===== config.mk =====
export PLATFORM = sky130hd
export DESIGN_NAME = pwm_dimmer_with_pot_deadband_unit
export DESIGN_NICKNAME = d
export VERILOG_FILES = /design/src/design/pwmdim_pkg.sv /design/src/design/pwmdim_scale.sv /design/src/design/pwmdim_core.sv /design/src/design/pwm_dimmer_with_pot_deadband_unit.sv
export SDC_FILE = /design/constraint.sdc
export NUM_CORES = 1
export LEC_CHECK = 0
export ABC_AREA = 1
export BUFFER_PORTS_ARGS = -buffer_cell sky130_fd_sc_hd__clkbuf_2
export CAP_MARGIN = 10
export CELL_PAD_IN_SITES_DETAIL_PLACEMENT = 0
export CELL_PAD_IN_SITES_GLOBAL_PLACEMENT = 1
export CORE_AREA = 2 2 121 181
export CTS_CLUSTER_SIZE = 24
export DETAILED_ROUTE_END_ITERATION = 12
export DIE_AREA = 0 0 123 183
export HOLD_SLACK_MARGIN = 0.02
export PLACE_DENSITY = 0.84
export SLEW_MARGIN = 15
export SYNTH_ARGS = -nofsm -noshare
export SYNTH_HDL_FRONTEND = slang
export SYNTH_SLANG_ARGS = --single-unit

===== constraint.sdc =====
create_clock -name clk -period 9.4 [get_ports clk]
set_input_delay 1.88 -clock clk [delete_from_list [all_inputs] [get_ports clk]]
set_output_delay 1.88 -clock clk [all_outputs]
set_load 0.02 [all_outputs]

===== src/design/pwmdim_pkg.sv =====
// Shared types and constants for the PWM dimmer with potentiometer deadband.
// Used by every module of the block; depends on nothing.
package pwmdim_pkg;

    // Field widths fixed by the command and result words
    localparam int unsigned SAMPLE_W  = 12;
    localparam int unsigned REQ_W     = 8;
    localparam int unsigned DUTY_W    = 8;
    localparam int unsigned PCT_W     = 7;

    // Full scale of a percentage and the saturated duty
    localparam int unsigned PCT_FULL  = 100;
    localparam int unsigned DUTY_SAT  = 255;

    // Parameter defaults
    localparam int unsigned DUTY_MAX_DEF = 255;
    localparam int unsigned ADC_MAX_DEF  = 4095;

    // Threshold after reset
    localparam logic [PCT_W-1:0] THRESH_RESET = 7'd5;

    // Command kinds
    typedef enum logic [1:0] {
        KIND_POT     = 2'd0,
        KIND_ENABLE  = 2'd1,
        KIND_PERCENT = 2'd2
    } kind_t;

    // Input word
    typedef struct packed {
        logic [1:0]          kind;
        logic [SAMPLE_W-1:0] pot_sample;
        logic                enable_request;
        logic [REQ_W-1:0]    percent_request;
    } in_t;

    // Result word
    typedef struct packed {
        logic [DUTY_W-1:0] pwm_level;
        logic              output_enabled;
        logic [PCT_W-1:0]  value_percent;
    } out_t;

    // Scaled command passed from the scale stage to the state stage
    typedef struct packed {
        logic [1:0]       kind;
        logic [PCT_W-1:0] pot_pct;
        logic             enable_request;
        logic [PCT_W-1:0] req_pct;
    } mid_t;

endpackage


===== src/design/pwmdim_scale.sv =====
// Input register and percentage scaling stage of the PWM dimmer.
// Depends on pwmdim_pkg for the word types and field widths.
module pwmdim_scale #(
    parameter int unsigned ADC_MAX = pwmdim_pkg::ADC_MAX_DEF
) (
    input  logic              clk,
    input  logic              rst_n,
    input  logic              in_valid,
    output logic              in_stall,
    input  pwmdim_pkg::in_t   in_word,
    output logic              mid_valid,
    input  logic              mid_stall,
    output pwmdim_pkg::mid_t  mid_word
);

    // Reciprocal scaling: floor(100*s/ADC_MAX) == (s * 100 * RECIP) >> SHIFT
    localparam int unsigned SW      = pwmdim_pkg::SAMPLE_W;
    localparam int unsigned PW      = pwmdim_pkg::PCT_W;
    localparam longint unsigned NUM_MAX =
        longint'(pwmdim_pkg::PCT_FULL) * ((longint'(1) << SW) - 1);
    localparam int unsigned NUM_W   = $clog2(NUM_MAX + 1);
    localparam int unsigned LOG_D   = $clog2(ADC_MAX);
    localparam int unsigned SHIFT   = NUM_W + LOG_D;
    localparam longint unsigned RECIP =
        ((longint'(1) << SHIFT) + longint'(ADC_MAX) - 1) / longint'(ADC_MAX);
    localparam longint unsigned COEF = longint'(pwmdim_pkg::PCT_FULL) * RECIP;
    localparam int unsigned COEF_W  = $clog2(COEF + 1);
    localparam int unsigned PROD_W  = SW + COEF_W;
    localparam int unsigned QW      = PROD_W - SHIFT;
    localparam int unsigned QX      = (QW > PW) ? QW : PW;

    pwmdim_pkg::in_t  in_reg;
    logic             in_valid_reg;
    pwmdim_pkg::mid_t mid_reg;
    logic             mid_valid_reg;

    logic              mid_free;
    logic              in_free;
    logic [PROD_W-1:0] prod;
    logic [QX-1:0]     quot;
    logic [PW-1:0]     pot_pct;
    logic [PW-1:0]     req_pct;

    // Stage readiness: a stage takes a word when empty or when its word moves on
    assign mid_free = !mid_valid_reg || !mid_stall;
    assign in_free  = !in_valid_reg || mid_free;
    assign in_stall = !in_free;

    // Scale the raw sample to a percentage, saturate at full scale
    assign prod = {{COEF_W{1'b0}}, in_reg.pot_sample} * {{SW{1'b0}}, COEF_W'(COEF)};
    assign quot = QX'(prod[PROD_W-1:SHIFT]);
    assign pot_pct = (quot > QX'(pwmdim_pkg::PCT_FULL)) ? PW'(pwmdim_pkg::PCT_FULL)
                                                         : quot[PW-1:0];

    // Clamp the requested percentage
    assign req_pct = (in_reg.percent_request > pwmdim_pkg::REQ_W'(pwmdim_pkg::PCT_FULL))
                   ? PW'(pwmdim_pkg::PCT_FULL) : in_reg.percent_request[PW-1:0];

    // Hold valid flags
    always_ff @(posedge clk or negedge rst_n)
    begin
        if (!rst_n)
        begin
            in_valid_reg  <= 1'b0;
            mid_valid_reg <= 1'b0;
        end
        else
        begin
            if (in_free)
                in_valid_reg <= in_valid;
            if (mid_free)
                mid_valid_reg <= in_valid_reg;
        end
    end

    // Capture payloads
    always_ff @(posedge clk)
    begin
        if (in_valid && in_free)
            in_reg <= in_word;
        if (in_valid_reg && mid_free)
        begin
            mid_reg.kind           <= in_reg.kind;
            mid_reg.pot_pct        <= pot_pct;
            mid_reg.enable_request <= in_reg.enable_request;
            mid_reg.req_pct        <= req_pct;
        end
    end

    assign mid_valid = mid_valid_reg;
    assign mid_word  = mid_reg;

endmodule


===== src/design/pwmdim_core.sv =====
// State stage of the PWM dimmer: duty, enable flag, last pot percentage
// and the result register. Depends on pwmdim_pkg for types and constants.
module pwmdim_core #(
    parameter int unsigned DUTY_MAX = pwmdim_pkg::DUTY_MAX_DEF
) (
    input  logic                        clk,
    input  logic                        rst_n,
    input  logic [pwmdim_pkg::PCT_W-1:0] threshold,
    input  logic                        mid_valid,
    output logic                        mid_stall,
    input  pwmdim_pkg::mid_t            mid_word,
    output logic                        out_valid,
    input  logic                        out_stall,
    output pwmdim_pkg::out_t            out_word
);

    localparam int unsigned PW = pwmdim_pkg::PCT_W;
    localparam int unsigned DW = pwmdim_pkg::DUTY_W;
    localparam int unsigned NPCT = pwmdim_pkg::PCT_FULL + 1;

    // Duty and readback percent for each applied percentage
    logic [DW-1:0] duty_tab [NPCT];
    logic [PW-1:0] vp_tab   [NPCT];

    for (genvar k = 0; k < NPCT; k++)
    begin : g_tab
        localparam longint unsigned D0 = longint'(DUTY_MAX) * k / pwmdim_pkg::PCT_FULL;
        localparam longint unsigned DK = (D0 > pwmdim_pkg::DUTY_SAT) ?
                                         pwmdim_pkg::DUTY_SAT : D0;
        localparam longint unsigned V0 = DK * pwmdim_pkg::PCT_FULL / DUTY_MAX;
        localparam longint unsigned VK = (V0 > pwmdim_pkg::PCT_FULL) ?
                                         pwmdim_pkg::PCT_FULL : V0;
        assign duty_tab[k] = DW'(DK);
        assign vp_tab[k]   = PW'(VK);
    end

    logic [DW-1:0]    duty_reg, duty_next;
    logic [PW-1:0]    vp_reg, vp_next;
    logic             en_reg, en_next;
    logic [PW-1:0]    last_reg, last_next;
    logic             out_valid_reg;
    pwmdim_pkg::out_t out_reg;

    logic          take;
    logic [PW-1:0] diff;

    assign take      = mid_valid && (!out_valid_reg || !out_stall);
    assign mid_stall = out_valid_reg && out_stall;
    assign diff = (mid_word.pot_pct > last_reg) ? (mid_word.pot_pct - last_reg)
                                                : (last_reg - mid_word.pot_pct);

    // Apply the command to the state
    always_comb
    begin
        duty_next = duty_reg;
        vp_next   = vp_reg;
        en_next   = en_reg;
        last_next = last_reg;
        case (mid_word.kind)
            pwmdim_pkg::KIND_POT:
            begin
                if (diff > threshold)
                begin
                    duty_next = duty_tab[mid_word.pot_pct];
                    vp_next   = vp_tab[mid_word.pot_pct];
                    last_next = mid_word.pot_pct;
                    en_next   = (mid_word.pot_pct >= threshold);
                end
            end
            pwmdim_pkg::KIND_ENABLE:
            begin
                en_next = mid_word.enable_request;
            end
            pwmdim_pkg::KIND_PERCENT:
            begin
                duty_next = duty_tab[mid_word.req_pct];
                vp_next   = vp_tab[mid_word.req_pct];
                if (duty_tab[mid_word.req_pct] == '0)
                    en_next = 1'b0;
            end
            default:
            begin
                duty_next = duty_reg;
            end
        endcase
    end

    // Advance state and result valid
    always_ff @(posedge clk or negedge rst_n)
    begin
        if (!rst_n)
        begin
            duty_reg      <= '0;
            vp_reg        <= '0;
            en_reg        <= 1'b0;
            last_reg      <= '0;
            out_valid_reg <= 1'b0;
        end
        else
        begin
            if (take)
            begin
                duty_reg <= duty_next;
                vp_reg   <= vp_next;
                en_reg   <= en_next;
                last_reg <= last_next;
            end
            if (!out_valid_reg || !out_stall)
                out_valid_reg <= mid_valid;
        end
    end

    // Capture the result word
    always_ff @(posedge clk)
    begin
        if (take)
        begin
            out_reg.pwm_level      <= en_next ? duty_next : '0;
            out_reg.output_enabled <= en_next;
            out_reg.value_percent  <= vp_next;
        end
    end

    assign out_valid = out_valid_reg;
    assign out_word  = out_reg;

endmodule


===== src/design/pwm_dimmer_with_pot_deadband_unit.sv =====
// Top level of the PWM dimmer with potentiometer deadband.
// Depends on pwmdim_pkg, pwmdim_scale and pwmdim_core.
//
// Usage:
//   in_*  : command words (pot sample, enable, percentage), valid/stall.
//   out_* : one result word per command: PWM level, enable flag and duty
//           read back as percent, valid/stall.
//   cfg_* : writes the change threshold; cfg_ready is always high. Write it
//           only while no command is in flight.
// Timing: three register stages (input, scaled percentage, result). A word
//   taken moves from the input register to the scaled register, then to the
//   result register on out_word. One word per cycle is sustained while
//   out_stall is low; the scale multiplier and the state update each sit in their own stage.
// Reset: threshold returns to 5, duty, enable flag and last pot percent to
//   zero, all stages empty.
// Stall: a stalled result holds; the stages behind it keep filling until
//   each holds a word, then in_stall rises.
module pwm_dimmer_with_pot_deadband_unit #(
    parameter int unsigned DUTY_MAX = pwmdim_pkg::DUTY_MAX_DEF,
    parameter int unsigned ADC_MAX  = pwmdim_pkg::ADC_MAX_DEF
) (
    input  logic                         clk,
    input  logic                         rst_n,
    input  logic                         in_valid,
    output logic                         in_stall,
    input  pwmdim_pkg::in_t              in_word,
    output logic                         out_valid,
    input  logic                         out_stall,
    output pwmdim_pkg::out_t             out_word,
    input  logic                         cfg_valid,
    output logic                         cfg_ready,
    input  logic [pwmdim_pkg::PCT_W-1:0] cfg_data
);

    logic [pwmdim_pkg::PCT_W-1:0] thresh_reg;
    logic                         mid_valid;
    logic                         mid_stall;
    pwmdim_pkg::mid_t             mid_word;

    // Threshold register
    assign cfg_ready = 1'b1;

    always_ff @(posedge clk or negedge rst_n)
    begin
        if (!rst_n)
            thresh_reg <= pwmdim_pkg::THRESH_RESET;
        else if (cfg_valid && cfg_ready)
            thresh_reg <= cfg_data;
    end

    pwmdim_scale #(
        .ADC_MAX (ADC_MAX)
    ) u_scale (
        .clk       (clk),
        .rst_n     (rst_n),
        .in_valid  (in_valid),
        .in_stall  (in_stall),
        .in_word   (in_word),
        .mid_valid (mid_valid),
        .mid_stall (mid_stall),
        .mid_word  (mid_word)
    );

    pwmdim_core #(
        .DUTY_MAX (DUTY_MAX)
    ) u_core (
        .clk       (clk),
        .rst_n     (rst_n),
        .threshold (thresh_reg),
        .mid_valid (mid_valid),
        .mid_stall (mid_stall),
        .mid_word  (mid_word),
        .out_valid (out_valid),
        .out_stall (out_stall),
        .out_word  (out_word)
    );

endmodule


==> results.json, run 1 <==
{
  "clk_pin_slew_ns": 0.08,
  "met3_length_um": 1120,
  "critPathKind": "reg -> reg",
  "grt_pass1_wl_um": 47100,
  "dp_slack_ns": 4.53,
  "synth_ff_type": "edfxtp_1",
  "cts_tree": "built",
  "synthTopCellsByArea": "ha_1, edfxtp_1, nand2_1, inv_1, fa_1",
  "power.total_uw": 3140,
  "grt_pass1_vias": 9421,
  "rsz0062_at_grt": "false",
  "syn_area_um2": 10300,
  "sequentialPowerShare_pct": 19.3,
  "p_per_area_nw_per_um2": 284,
  "worstPathRequired_ns": 9.62,
  "max_cap_violations": 0,
  "synth.distinct_cells": 52,
  "yosysSeqAreaShare_pct": 24.3,
  "initial_core_util_pct": 49.2,
  "clockPowerShare_pct": 12.0,
  "rows": 65,
  "fmax_mhz": 203,
  "n_fill_cell": 2116,
  "numPortBuffers": 52,
  "worst_slew_margin_rel_pct": 25.1,
  "fin_util_pct": 52.8,
  "drtIter0Drc": 619,
  "yosysMostFrequentCell": "nand2_1",
  "drive_gt1_share_pct": 6.97,
  "synth_edf_count": 56,
  "combPwrFrac_pct": 68.6,
  "hold_depth": 0,
  "ant_nets": 0,
  "nNetsFinal": 1677,
  "cts_root_buf": "clkbuf_16",
  "boundaryPins": 54,
  "p_switching_uw": 1680,
  "synth.net_count": 1648,
  "synth_top_area_share_pct": 17.6,
  "outcome": "finished, final reports clean",
  "cpMaxStageDelayCell": "edfxtp_1",
  "yosysTopAreaCell": "ha_1",
  "die-area_um2": 22500,
  "fin_setup_tns_ns": 0,
  "period_share_pct": 52.4,
  "fin_ws_ns": 4.47,
  "ff2ff_setup_slack_ns": 4.47,
  "largest_reg_flops": 23,
  "routedWlPerCell_um": 16.8,
  "internal-power_uw": 1460,
  "reg2reg_from": "u_scale.mid_word[9]",
  "synth_seq_cells": 89,
  "chipWidth_um": 123,
  "cp_common_cell": "nand2_1",
  "syn_avg_cell_area_um2": 7.22,
  "critPathMaxFanout": 18,
  "yosysWarnings": 0,
  "drc": 0,
  "startpoint_type": "register",
  "grt_max_degree": 38,
  "r2r_cells": 23,
  "tightest_slew_ns": 1.12,
  "grt-ovfl-total": 0,
  "place_inst": 1715,
  "finalSetupViolations": 0,
  "sw_frac_of_total_pct": 53.4,
  "die-height_um": 183,
  "cpPeakStageDelay_ns": 0.74,
  "crit_chain": "inv_1 -> ha_1 -> nand3_1 -> nand2_1 -> a21oi_1 -> o21bai_1 -> a21oi_1 -> o21bai_1 -> nand2_1 -> inv_1 -> nand2_1 -> nand2_1 -> inv_1 -> ha_1 -> nand2_1 -> nor2_1 -> nand2_1 -> o211ai_1 -> nand2_2 -> inv_2 -> nand2_1 -> nor2_1 -> o21ai_0",
  "cts_resized": 0,
  "hp-class": "reg -> reg",
  "fin_skew_ns": 0.0127,
  "wirelength_um": 29000,
  "clk_latency_ns": 0.37,
  "drt-vias-per-instance": 5.54,
  "top_layer": "met4",
  "final_cells": 1731,
  "period_minus_slack_ns": 4.93,
  "cts_buffers": 9,
  "hold_viol": 0,
  "worstSetupEndpointType": "register",
  "power_leakage_uw": 0.00575,
  "core_area_um2": 21000,
  "area_growth_pct": 7.29,
  "maxSlewViolCount": 0,
  "post_cts_buffers": 0,
  "vias": 9593,
  "grt_use_total_pct": 26.9,
  "clk_path_buf_depth": 2,
  "hp-start": "u_scale.in_reg[22]",
  "vdd_drop_max_mv": 0.161,
  "drt-met1-wl_um": 11600,
  "async_flop_share_pct": 37.1,
  "cts_hold_buf": 0,
  "dr.pass1.iters": 5,
  "cts.sinks": 89,
  "netlist_instances": 1429,
  "r2r-end": "u_core.last_reg[4]",
  "min_to": "u_scale.mid_word[16]",
  "wl_met2_um": 14800,
  "cts-htree-levels": 3,
  "dp_hpwl_um": 23000,
  "cp.arrival_ns": 5.15,
  "routabilityCongestion": 0.948,
  "synth_top_cells_by_count": "nand2_1, inv_1, ha_1, nor2_1, o21ai_0",
  "diodes": 0,
  "antenna_found_initial": 0
}
## layout make-up
class,instances,area (um^2),area share [%]
sequential,89,2510,22.7
clock inverter,6,58.8,0.531
inverter,224,843,7.62
tap,268,335,3.03
timing repair buffer,60,320,2.89
multi-input combinational,1074,6750,61.0
clock buffer,10,250,2.26
## worst max path at each step
stage / startpoint / end / slack [ns]
after detailed placement: u_scale.mid_word[9] / u_core.last_reg[0] / 4.53
after global routing: u_scale.mid_word[9] / u_core.last_reg[2] / 3.94
after floorplan: out_stall / in_stall / 5.11
after global placement: u_scale.in_reg[20] / u_scale.mid_word[8] / 4.63
final: u_scale.mid_word[9] / u_core.last_reg[4] / 4.47
after CTS: u_scale.mid_word[9] / u_core.last_reg[2] / 4.54
## power groups by stage
stage / Clock, uW / Combinational (uW) / Sequential, uW
floorplan: 0 / 1560 / 622
global placement: 0 / 2110 / 613
detailed placement: 0 / 2130 / 614
CTS: 387 / 2140 / 607
global route: 404 / 2460 / 621
finish: 378 / 2160 / 608
## cell families after synthesis
logic type	share of synthesized area, %
buf+inv	10.3
flops	24.3
mux	0.109
fa+ha+maj	25.1
simple gates	25.1
other cells	0.0363
xor+xnor	1.02
compound gates	14.0
## stage by stage
step / area (um^2) / hold slack [ns]
after global routing: 11100 / 0.449
after global placement: 10800 / 0.402
after CTS: 11100 / 0.429
after detailed placement: 10800 / 0.407
after floorplan: 10300 / 0.400
final: 11100 / 0.425
## placed cells by master, fill, tap and decap left out, types with 3 or more instances in the layout
master	count
nand2_1	382
inv_1	216
ha_1	145
nor2_1	110
o21ai_0	84
a21oi_1	81
nand3_1	72
edfxtp_1	56
clkbuf_2	52
fa_1	39
dfrtp_1	31
nand4_1	18
o211ai_1	15
nor3_1	12
a31oi_1	12
xor2_1	10
o21ai_1	10
clkbuf_16	10
buf_4	8
nor4_1	7
and2_1	7
inv_2	6
o2111ai_1	6
a211oi_1	5
nand2_2	5
o22ai_1	5
o21bai_1	4
or2_2	4
o311ai_0	4
a21o_1	4
a21boi_0	4
o31ai_1	3
nor2_2	3
a22oi_1	3
nand2_4	3
o221ai_1	3
## critical path, delay by kind of cell, from the launching register on
kind,cells,cell delay [ns]
AND/OR/NAND/NOR,11,1.72
AO/OA/AOI/OAI,6,0.80
adder cells (fa/ha/maj),2,0.70
flip-flops,1,0.74
buffers and inverters,4,0.80
## layer usage
layer	global-route usage, %	vias up
met3	3.11	86
met1	31.1	4410
met4	14.6	0
met5	0	-
met2	47.8	316
li1	-	4781
(Power assumes the default switching activity.)
==> inputs of run 2 (changes only) <==
--- a/config.mk
+++ b/config.mk
@@ -10,12 +10,12 @@
 export CAP_MARGIN = 10
 export CELL_PAD_IN_SITES_DETAIL_PLACEMENT = 0
 export CELL_PAD_IN_SITES_GLOBAL_PLACEMENT = 1
-export CORE_AREA = 2 2 121 181
+export CORE_AREA = 2 2 124 187
 export CTS_CLUSTER_SIZE = 24
 export DETAILED_ROUTE_END_ITERATION = 12
-export DIE_AREA = 0 0 123 183
+export DIE_AREA = 0 0 126 189
 export HOLD_SLACK_MARGIN = 0.02
-export PLACE_DENSITY = 0.84
+export PLACE_DENSITY = 0.8
 export SLEW_MARGIN = 15
 export SYNTH_ARGS = -nofsm -noshare
 export SYNTH_HDL_FRONTEND = slang
==> constraint.sdc (replaced) <==
create_clock -name clk -period 5.13 [get_ports clk]
set_input_delay 1.026 -clock clk [delete_from_list [all_inputs] [get_ports clk]]
set_output_delay 1.026 -clock clk [all_outputs]
set_load 0.02 [all_outputs]
==> results.json, run 2 (synthesis gave the netlist of run 1 again) <==
{
  "outcome": "finished, final reports clean",
  "tightest_slew_ns": 1.00,
  "clk_pin_slew_ns": 0.07,
  "setup.worst_path.start": "u_scale.in_reg[18]",
  "power_leakage_uw": 0.00578,
  "largest_reg_flops": 23,
  "worst_slew_margin_rel_pct": 33.0,
  "cts.sinks": 89,
  "grt_use_total_pct": 26.1,
  "core_area_um2": 22100,
  "area_growth_pct": 7.87,
  "dr.pass1.iters": 5,
  "fin_skew_ns": 0.0122,
  "p_per_area_nw_per_um2": 524,
  "hold_viol": 0,
  "cts-htree-levels": 3,
  "boundaryPins": 54,
  "rows": 67,
  "die-area_um2": 23800,
  "cts_buffers": 9,
  "cts_root_buf": "clkbuf_16",
  "clk_latency_ns": 0.36,
  "routabilityCongestion": 0.933,
  "numPortBuffers": 52,
  "grt_pass1_wl_um": 49400,
  "die-height_um": 189,
  "drc": 0,
  "fin_util_pct": 50.3,
  "cts_hold_buf": 0,
  "routedWlPerCell_um": 17.3,
  "worstSetupEndpointType": "register",
  "clockPowerShare_pct": 12.1,
  "drtIter0Drc": 612,
  "grt_pass1_vias": 9708,
  "worstPathRequired_ns": 5.22,
  "cts_tree": "built",
  "ant_nets": 0,
  "drive_gt1_share_pct": 7.35,
  "clk_path_buf_depth": 2,
  "nNetsFinal": 1684,
  "cts_resized": 0,
  "critPathKind": "reg -> reg",
  "initial_core_util_pct": 46.6,
  "sw_frac_of_total_pct": 53.2,
  "hp-class": "reg -> reg",
  "finalSetupViolations": 0,
  "cp.arrival_ns": 4.81,
  "grt_max_degree": 38,
  "vias": 9522,
  "post_cts_buffers": 0,
  "hp-start": "u_scale.in_reg[22]",
  "final_cell_mix": "nand2_1, inv_1, ha_1",
  "antenna_found_initial": 0,
  "sequentialPowerShare_pct": 19.0,
  "dp_hpwl_um": 24200,
  "fmax_mhz": 212,
  "critPathMaxFanout": 5,
  "drt-vias-per-instance": 5.45,
  "final_common_cell": "nand2_1",
  "period_share_pct": 91.9,
  "fin_setup_tns_ns": 0,
  "vdd_drop_max_mv": 0.262,
  "maxSlewViolCount": 0,
  "startpoint_type": "register",
  "grt-ovfl-total": 0,
  "diodes": 0,
  "rsz0062_at_grt": "false",
  "max_cap_violations": 0,
  "period_minus_slack_ns": 4.72,
  "combPwrFrac_pct": 68.9,
  "chipWidth_um": 126,
  "p_switching_uw": 3100,
  "wirelength_um": 30200,
  "reg2reg_from": "u_scale.in_reg[18]",
  "internal-power_uw": 2730
}
run 2: cell types whose count changed in the layout (fill, tap and decap cells not counted), sizes merged:
cell | previous run | this run
buf | 8 | 15
inv | 225 | 224
bufinv | 0 | 1
run 2: path summary, 6_finish.rpt:
kind	endpoint	slack (ns)	depth (start not counted)
min in group asynchronous	u_core.vp_reg[5]	0.81	1
max	u_scale.mid_word[8]	0.41	19
min	u_scale.mid_word[16]	0.43	0
max in group asynchronous	u_core.vp_reg[1]	3.71	1
max reg2reg	u_scale.mid_word[8]	0.41	19
min reg2reg	u_scale.mid_word[16]	0.43	0
run 2: per-stage QoR:
step	worst slack, ns	area, um^2	cells	hold slack, ns	power, uW
5_1_grt	0.0595	11100	1746	0.435	6480
3_5_place_dp	0.459	10800	1730	0.421	5100
3_3_place_gp	0.559	10800	1730	0.421	5080
6_report	0.414	11100	1746	0.427	5830
2_1_floorplan	0.875	10300	1429	0.400	4000
4_1_cts	0.443	11100	1746	0.430	5840
run 2: area by class of cell:
class,count,area [um^2]
fillers,2333,11000
multi-input cells,1074,6750
flip-flops and latches,89,2510
inverters,224,843
repair buffers,67,373
well taps,276,345
clock buffers,10,229
clock inverters,6,77.6
run 2: power groups by stage:
stage / Sequential [uW] / Clock [uW] / Combinational, uW
2_1_floorplan: 1140 / 0 / 2860
3_3_place_gp: 1120 / 0 / 3970
3_5_place_dp: 1120 / 0 / 3980
4_1_cts: 1110 / 721 / 4010
5_1_grt: 1130 / 744 / 4610
6_report: 1110 / 707 / 4020
run 2: critical path, stage by stage, from the launching register on:
cell and delay [ns]:
edfxtp_1 0.44, ha_1 0.36, ha_1 0.29, fa_1 0.48
fa_1 0.56, inv_1 0.06, fa_1 0.55, inv_1 0.05
ha_1 0.32, a21oi_1 0.22, o21a_1 0.16, nand3_1 0.10
nand3_1 0.13, nand2_1 0.09, nand2_1 0.08, nand2_1 0.05
nand2_1 0.06, nand2_1 0.08, nor2_1 0.24, a21boi_0 0.15
run 2: metal layers:
layer | GRT usage (%) | part of all wire (%) | vias up
li1 | - | - | 4788
met1 | 29.7 | 40 | 4434
met2 | 49.0 | 52 | 229
met3 | 2.80 | 3.1 | 71
met4 | 11.2 | 4.2 | 0
met5 | 0 | 0 | -
